## src/hdl/dssm_pkg.sv

```systemverilog
`timescale 1ns / 1ps
// ----------------------------------------------------------------------------
// Dual stack shared memory package
// Shared constants, command and status codes, and control structs.
// ----------------------------------------------------------------------------
package dssm_pkg;

    localparam int MAX_ENTRIES_DEF = 256;
    localparam int WORD_BITS_DEF   = 32;

    localparam int CNT_W  = 9;
    localparam int DATA_W = 32;

    localparam logic [CNT_W-1:0] CAP_RESET = 9'd256;

    localparam logic [1:0] CMD_PUSH = 2'd0;
    localparam logic [1:0] CMD_POP  = 2'd1;
    localparam logic [1:0] CMD_PEEK = 2'd2;

    localparam logic [1:0] ST_OK        = 2'd0;
    localparam logic [1:0] ST_OVERFLOW  = 2'd1;
    localparam logic [1:0] ST_UNDERFLOW = 2'd2;

    localparam logic [1:0] TOP_ZERO = 2'd0;
    localparam logic [1:0] TOP_ONES = 2'd1;
    localparam logic [1:0] TOP_MEM  = 2'd2;

    typedef struct packed {
        logic wr_en;
        logic rd_en;
    } t_mem_ctl;

    typedef struct packed {
        logic [1:0]       top_sel;
        logic [1:0]       status;
        logic [CNT_W-1:0] count_a;
        logic [CNT_W-1:0] count_b;
    } t_res;

endpackage

```

## src/hdl/dssm_ctrl.sv

```systemverilog
`timescale 1ns / 1ps
// ----------------------------------------------------------------------------
// Dual stack shared memory control
// Holds capacity and both stack depths, decodes each word into at most one
// memory access and registers the result fields.
// ----------------------------------------------------------------------------
module dssm_ctrl #(
    parameter int MAX_ENTRIES = dssm_pkg::MAX_ENTRIES_DEF,
    parameter int WORD_BITS   = dssm_pkg::WORD_BITS_DEF
) (
    input  logic                           i_clk,
    input  logic                           i_rst_n,
    input  logic                           i_cfg_we,
    input  logic [dssm_pkg::CNT_W-1:0]     i_cfg_cap,
    input  logic                           i_go,
    input  logic [1:0]                     i_cmd,
    input  logic                           i_stack_sel,
    input  logic [dssm_pkg::DATA_W-1:0]    i_push_value,
    output dssm_pkg::t_mem_ctl             o_mem_ctl,
    output logic [$clog2(MAX_ENTRIES)-1:0] o_addr,
    output logic [WORD_BITS-1:0]           o_wdata,
    output dssm_pkg::t_res                 o_res
);
    import dssm_pkg::*;

    localparam int AW = $clog2(MAX_ENTRIES);

    logic [CNT_W-1:0] r_cap;
    logic [CNT_W-1:0] r_depth_a, n_depth_a;
    logic [CNT_W-1:0] r_depth_b, n_depth_b;
    t_res             r_res, n_res;

    logic [CNT_W-1:0]       w_cap_use;
    logic [CNT_W:0]         w_used;
    logic                   w_full;
    logic [CNT_W-1:0]       w_depth;
    logic [CNT_W-1:0]       w_addr;
    logic [DATA_W+WORD_BITS-1:0] w_wext;

    always_comb begin
        if (r_cap == '0) begin
            w_cap_use = CNT_W'(1);
        end else if (int'(r_cap) > MAX_ENTRIES) begin
            w_cap_use = CNT_W'(MAX_ENTRIES);
        end else begin
            w_cap_use = r_cap;
        end
    end

    assign w_used  = {1'b0, r_depth_a} + {1'b0, r_depth_b};
    assign w_full  = w_used >= {1'b0, w_cap_use};
    assign w_depth = i_stack_sel ? r_depth_b : r_depth_a;
    assign w_wext  = {{WORD_BITS{1'b0}}, i_push_value};

    always_comb begin
        n_depth_a       = r_depth_a;
        n_depth_b       = r_depth_b;
        o_mem_ctl.wr_en = 1'b0;
        o_mem_ctl.rd_en = 1'b0;
        w_addr          = '0;
        n_res.top_sel   = TOP_ZERO;
        n_res.status    = ST_OK;
        case (i_cmd)
            CMD_PUSH: begin
                if (w_full) begin
                    n_res.status = ST_OVERFLOW;
                end else if (i_stack_sel) begin
                    w_addr          = w_cap_use - CNT_W'(1) - r_depth_b;
                    o_mem_ctl.wr_en = i_go;
                    n_depth_b       = r_depth_b + CNT_W'(1);
                end else begin
                    w_addr          = r_depth_a;
                    o_mem_ctl.wr_en = i_go;
                    n_depth_a       = r_depth_a + CNT_W'(1);
                end
            end
            CMD_POP: begin
                if (w_depth == '0) begin
                    n_res.status = ST_UNDERFLOW;
                end else if (i_stack_sel) begin
                    n_depth_b = r_depth_b - CNT_W'(1);
                end else begin
                    n_depth_a = r_depth_a - CNT_W'(1);
                end
            end
            CMD_PEEK: begin
                if (w_depth == '0) begin
                    n_res.status  = ST_UNDERFLOW;
                    n_res.top_sel = TOP_ONES;
                end else begin
                    w_addr          = i_stack_sel ? (w_cap_use - r_depth_b)
                                                  : (r_depth_a - CNT_W'(1));
                    o_mem_ctl.rd_en = i_go;
                    n_res.top_sel   = TOP_MEM;
                end
            end
            default: begin
            end
        endcase
        n_res.count_a = n_depth_a;
        n_res.count_b = n_depth_b;
    end

    always_ff @(posedge i_clk) begin
        if (!i_rst_n) begin
            r_cap     <= CAP_RESET;
            r_depth_a <= '0;
            r_depth_b <= '0;
        end else if (i_cfg_we) begin
            r_cap     <= i_cfg_cap;
            r_depth_a <= '0;
            r_depth_b <= '0;
        end else if (i_go) begin
            r_depth_a <= n_depth_a;
            r_depth_b <= n_depth_b;
        end
    end

    always_ff @(posedge i_clk) begin
        if (i_go) begin
            r_res <= n_res;
        end
    end

    assign o_addr  = AW'(w_addr);
    assign o_wdata = w_wext[WORD_BITS-1:0];
    assign o_res   = r_res;

    a_depth_bound: assert property (@(posedge i_clk) disable iff (!i_rst_n)
        w_used <= {1'b0, w_cap_use})
        else $error("stack depths exceed capacity");

    a_access_excl: assert property (@(posedge i_clk) disable iff (!i_rst_n)
        !(o_mem_ctl.wr_en && o_mem_ctl.rd_en))
        else $error("read and write issued together");

    a_addr_range: assert property (@(posedge i_clk) disable iff (!i_rst_n)
        (o_mem_ctl.wr_en || o_mem_ctl.rd_en) |-> (w_addr < w_cap_use))
        else $error("memory access beyond capacity");

endmodule
```

## config.mk

```make
export PLATFORM = sky130hd
export DESIGN_NAME = dssm_ctrl
export DESIGN_NICKNAME = d
export VERILOG_FILES = /design/src/hdl/dssm_pkg.sv /design/src/hdl/dssm_ctrl.sv
export SDC_FILE = /design/constraint.sdc
export NUM_CORES = 1
export LEC_CHECK = 0
export BUFFER_PORTS_ARGS = -buffer_cell sky130_fd_sc_hd__buf_4
export CAP_MARGIN = 20
export CORE_MARGIN = 8
export CORE_UTILIZATION = 43
export CTS_BUF_LIST = sky130_fd_sc_hd__clkbuf_16
export CTS_CLUSTER_SIZE = 14
export DETAILED_ROUTE_END_ITERATION = 12
export PLACE_DENSITY = 0.66
export SYNTH_ARGS = -nofsm -noshare
export SYNTH_HDL_FRONTEND = slang
export SYNTH_SLANG_ARGS = --single-unit
export TNS_END_PERCENT = 50
```

## constraint.sdc

```tcl
create_clock -name i_clk -period 8 [get_ports i_clk]
set_clock_uncertainty 0.05 [all_clocks]
set_input_delay 1.6 -clock i_clk [delete_from_list [all_inputs] [get_ports i_clk]]
set_output_delay 1.6 -clock i_clk [all_outputs]
set_load 0.05 [all_outputs]
```

==> metrics.cfg <==
[status]
status=finished, final reports clean

[critical_path]
cp-start-kind=flip-flop
timing.rr.end=r_depth_a[4]
r2r_cells=15
critPathMaxFanout=16
worstPathArrival_ns=4.86
path_class=reg -> out
timing.rr.start=r_depth_a[3]
ff2ff_setup_slack_ns=2.88
end_kind=output port
worstPathRequired_ns=6.35

[die]
fp.dieArea_um2=14100
initial_utilization_pct=44.2
rows=37
ios=112
die_h_um=119
die_w_um=119
core_area_um2=10300

[clock_tree]
cts.repair.resized=0
cts.sinks=49
clock_path_buffers=2
tritoncts=built
hold_buffers=0
cts_root_buffer=clkbuf_16
cts_setup_buffers=0
cts_buffers=5
htree_levels=2
insertion_delay_ns=0.29
path_clk_slew_ns=0.07

[final_layout]
fin_cells=691
stdcell_area_um2=4880
regArea_um2=1200
areaGrowthSynthToFinish_pct=7.40
n_antenna_cell=0
drive_above_1_share_pct=11.7
layout.nets=639
multiInputGateArea_um2=2850
utilization_pct=47.5
fill_cells=1052

[sta]
finalCritPeriodShare_pct=81.4
hold-worst-slack_ns=0.488
setup_viol=0
rsz0062_at_grt=no
fmax_ghz=0.154
period_minus_slack_ns=6.51
worst_pin_slew_ns=0.921
hold_viol=0
max-slew-margin-rel_pct=38.4
fin_tns_setup_ns=0
slew_violations=0
setup_slack_ns=1.49

[power_and_ir_drop]
power_uw=706
powerDensity_nw_per_um2=145
power.leakage_nw=2.11
ir_drop_mv=0.0820

[logic_synthesis]
synth_nets=647
synth_cell_types=67
synth_seq_area_share_pct=26.4
synth_edf_count=22
syn_area_um2=4550
synthArstFlopShare_pct=0
syn_avg_cell_area_um2=8.09
synth_cells=562
synth-seq-cells=49
ys.warnings.count=0
synthFlopType=dfxtp_1

[route]
routed.top_layer=met4
postRouteAntennaNets=0
met1_length_um=5360
met2_length_um=5860
drt_first_pass_iters=5
dr_total_vias=4249
vias_per_cell=6.15
detailedRoute.firstIterationViolations=358
drcViolationCount=0
met3_length_um=1320
wl_per_cell_um=18.7
wirelength_um=12900

[place]
place_area_um2=4720
port_buffers=47
routabilityCongestion=0.957
placedCellCount=683
pre_cts_ws_ns=1.98
dp_hpwl_um=9650

[min_path]
hp-start=r_cap[0]
holdPathEnd=r_cap[0]
hold_depth=2
hold_path.class=reg -> reg

[global_route]
grt_pass1_vias=4100
grtUsageTotal_pct=17.9
grt_first_pass_wirelength_um=21000
grt_max_degree=49
antenna_found_initial=0
overflow=0

[run]
cap_violations=0

how the worst max path moves through the flow:
stage                       startpoint         to  cells after the start  slack (ns)
after global placement    r_depth_a[3]  o_addr[4]                     15        2.12
after global routing      r_depth_a[3]  o_addr[5]                     15        1.14
final                     r_depth_a[3]  o_addr[5]                     15        1.49
after detailed placement  r_depth_a[3]  o_addr[5]                     15        1.98
after floorplan           r_depth_b[1]  o_addr[4]                     16        2.37
after CTS                 r_depth_a[3]  o_addr[5]                     15        1.63
Yosys cell counts, types with 4 or more instances:
master,n,area [um^2]
nor2_1,44,165
nand2_1,39,146
a21oi_1,38,190
ha_1,34,425
buf_4,32,240
inv_1,32,120
dfxtp_1,27,541
clkbuf_1,25,93.8
a31oi_1,22,138
edfxtp_1,22,661
nand3_1,19,95.1
mux2i_1,18,180
a21o_1,15,113
o21ai_0,15,75.1
xnor2_1,15,131
nor2b_1,13,81.3
nor3_1,13,65.1
xor2_1,12,105
o22ai_1,10,62.6
o31ai_1,10,75.1
nand4_1,7,43.8
or3_1,7,43.8
nor4_1,6,37.5
a211oi_1,5,37.5
o21ai_1,5,25.0
and2_1,4,25.0
and3_1,4,25.0
buf_2,4,20.0
o211ai_1,4,30.0
o21a_1,4,30.0
cells by family (layout without fill, tap and decap cells):
logic type,after synthesis,count (layout),synth area share [%]
XOR/XNOR,27,27,5.20
multiplexers,19,19,4.21
AND/OR/NAND/NOR,170,170,18.7
AO/OA/AOI/OAI,162,162,24.0
flip-flops,49,49,26.4
buffers and inverters,98,91,10.8
adder cells (fa/ha/maj),37,37,10.7
routing by layer:
metal	vias up	track usage, %
li1	2004	-
met1	1982	22.4
met2	224	29.1
met3	39	4.20
met4	0	7.43
met5	-	0
critical path, stage by stage (launching register included):
cell and delay, ns:
dfxtp_1 0.69, ha_1 0.35, o21ai_1 0.09, nor2_1 0.09, o31a_1 0.31, o21a_1 0.19
nor2_1 0.12, xnor2_1 0.14, ha_1 0.27, a21oi_1 0.12, o21ai_1 0.07, a2111oi_1 0.55
and2_1 0.38, nand3_1 0.54, o22ai_1 0.37, buf_4 0.24
cell type report:
class / count / share of cell area (%)
Sequential cell: 49 / 24.6
Clock buffer: 5 / 2.56
Tap cell: 136 / 3.48
Clock inverter: 3 / 0.794
Timing Repair Buffer: 49 / 7.53
Inverter: 34 / 2.61
Multi-Input combinational cell: 415 / 58.4
sequential cells by signal (all words and copies together), names as in the netlist:
signal and cells:
r_cap 9, o_res 22, r_depth_a 9, r_depth_b 9
report_power, final:
| part | total [mW] | leakage [nW] | internal [mW] | switching, mW |
|---|---|---|---|---|
| Combinational | 0.188 | 1.58 | 0.0619 | 0.126 |
| Clock | 0.239 | 0.0850 | 0.146 | 0.0932 |
| Sequential | 0.279 | 0.446 | 0.273 | 0.00648 |
| Total | 0.706 | 2.11 | 0.481 | 0.226 |
placed cells by master (no fill, tap or decap), types with 5 or more instances in the layout:
cell type  netlist  final
nor4_1           6      6
nand4_1          7      7
inv_1           32     33
edfxtp_1        22     22
a21o_1          15     15
a211oi_1         5      5
xnor2_1         15     15
a21oi_1         38     38
o22ai_1         10     10
o31ai_1         10     10
or3_1            7      7
dfxtp_1         27     27
nor2_1          44     44
nand2_1         39     39
mux2i_1         18     18
o21ai_0         15     15
buf_4           32     49
ha_1            34     34
xor2_1          12     12
nand3_1         19     19
nor2b_1         13     13
o21ai_1          5      5
a31oi_1         22     22
clkbuf_16        0      5
nor3_1          13     13
(Power assumes the default switching activity.)
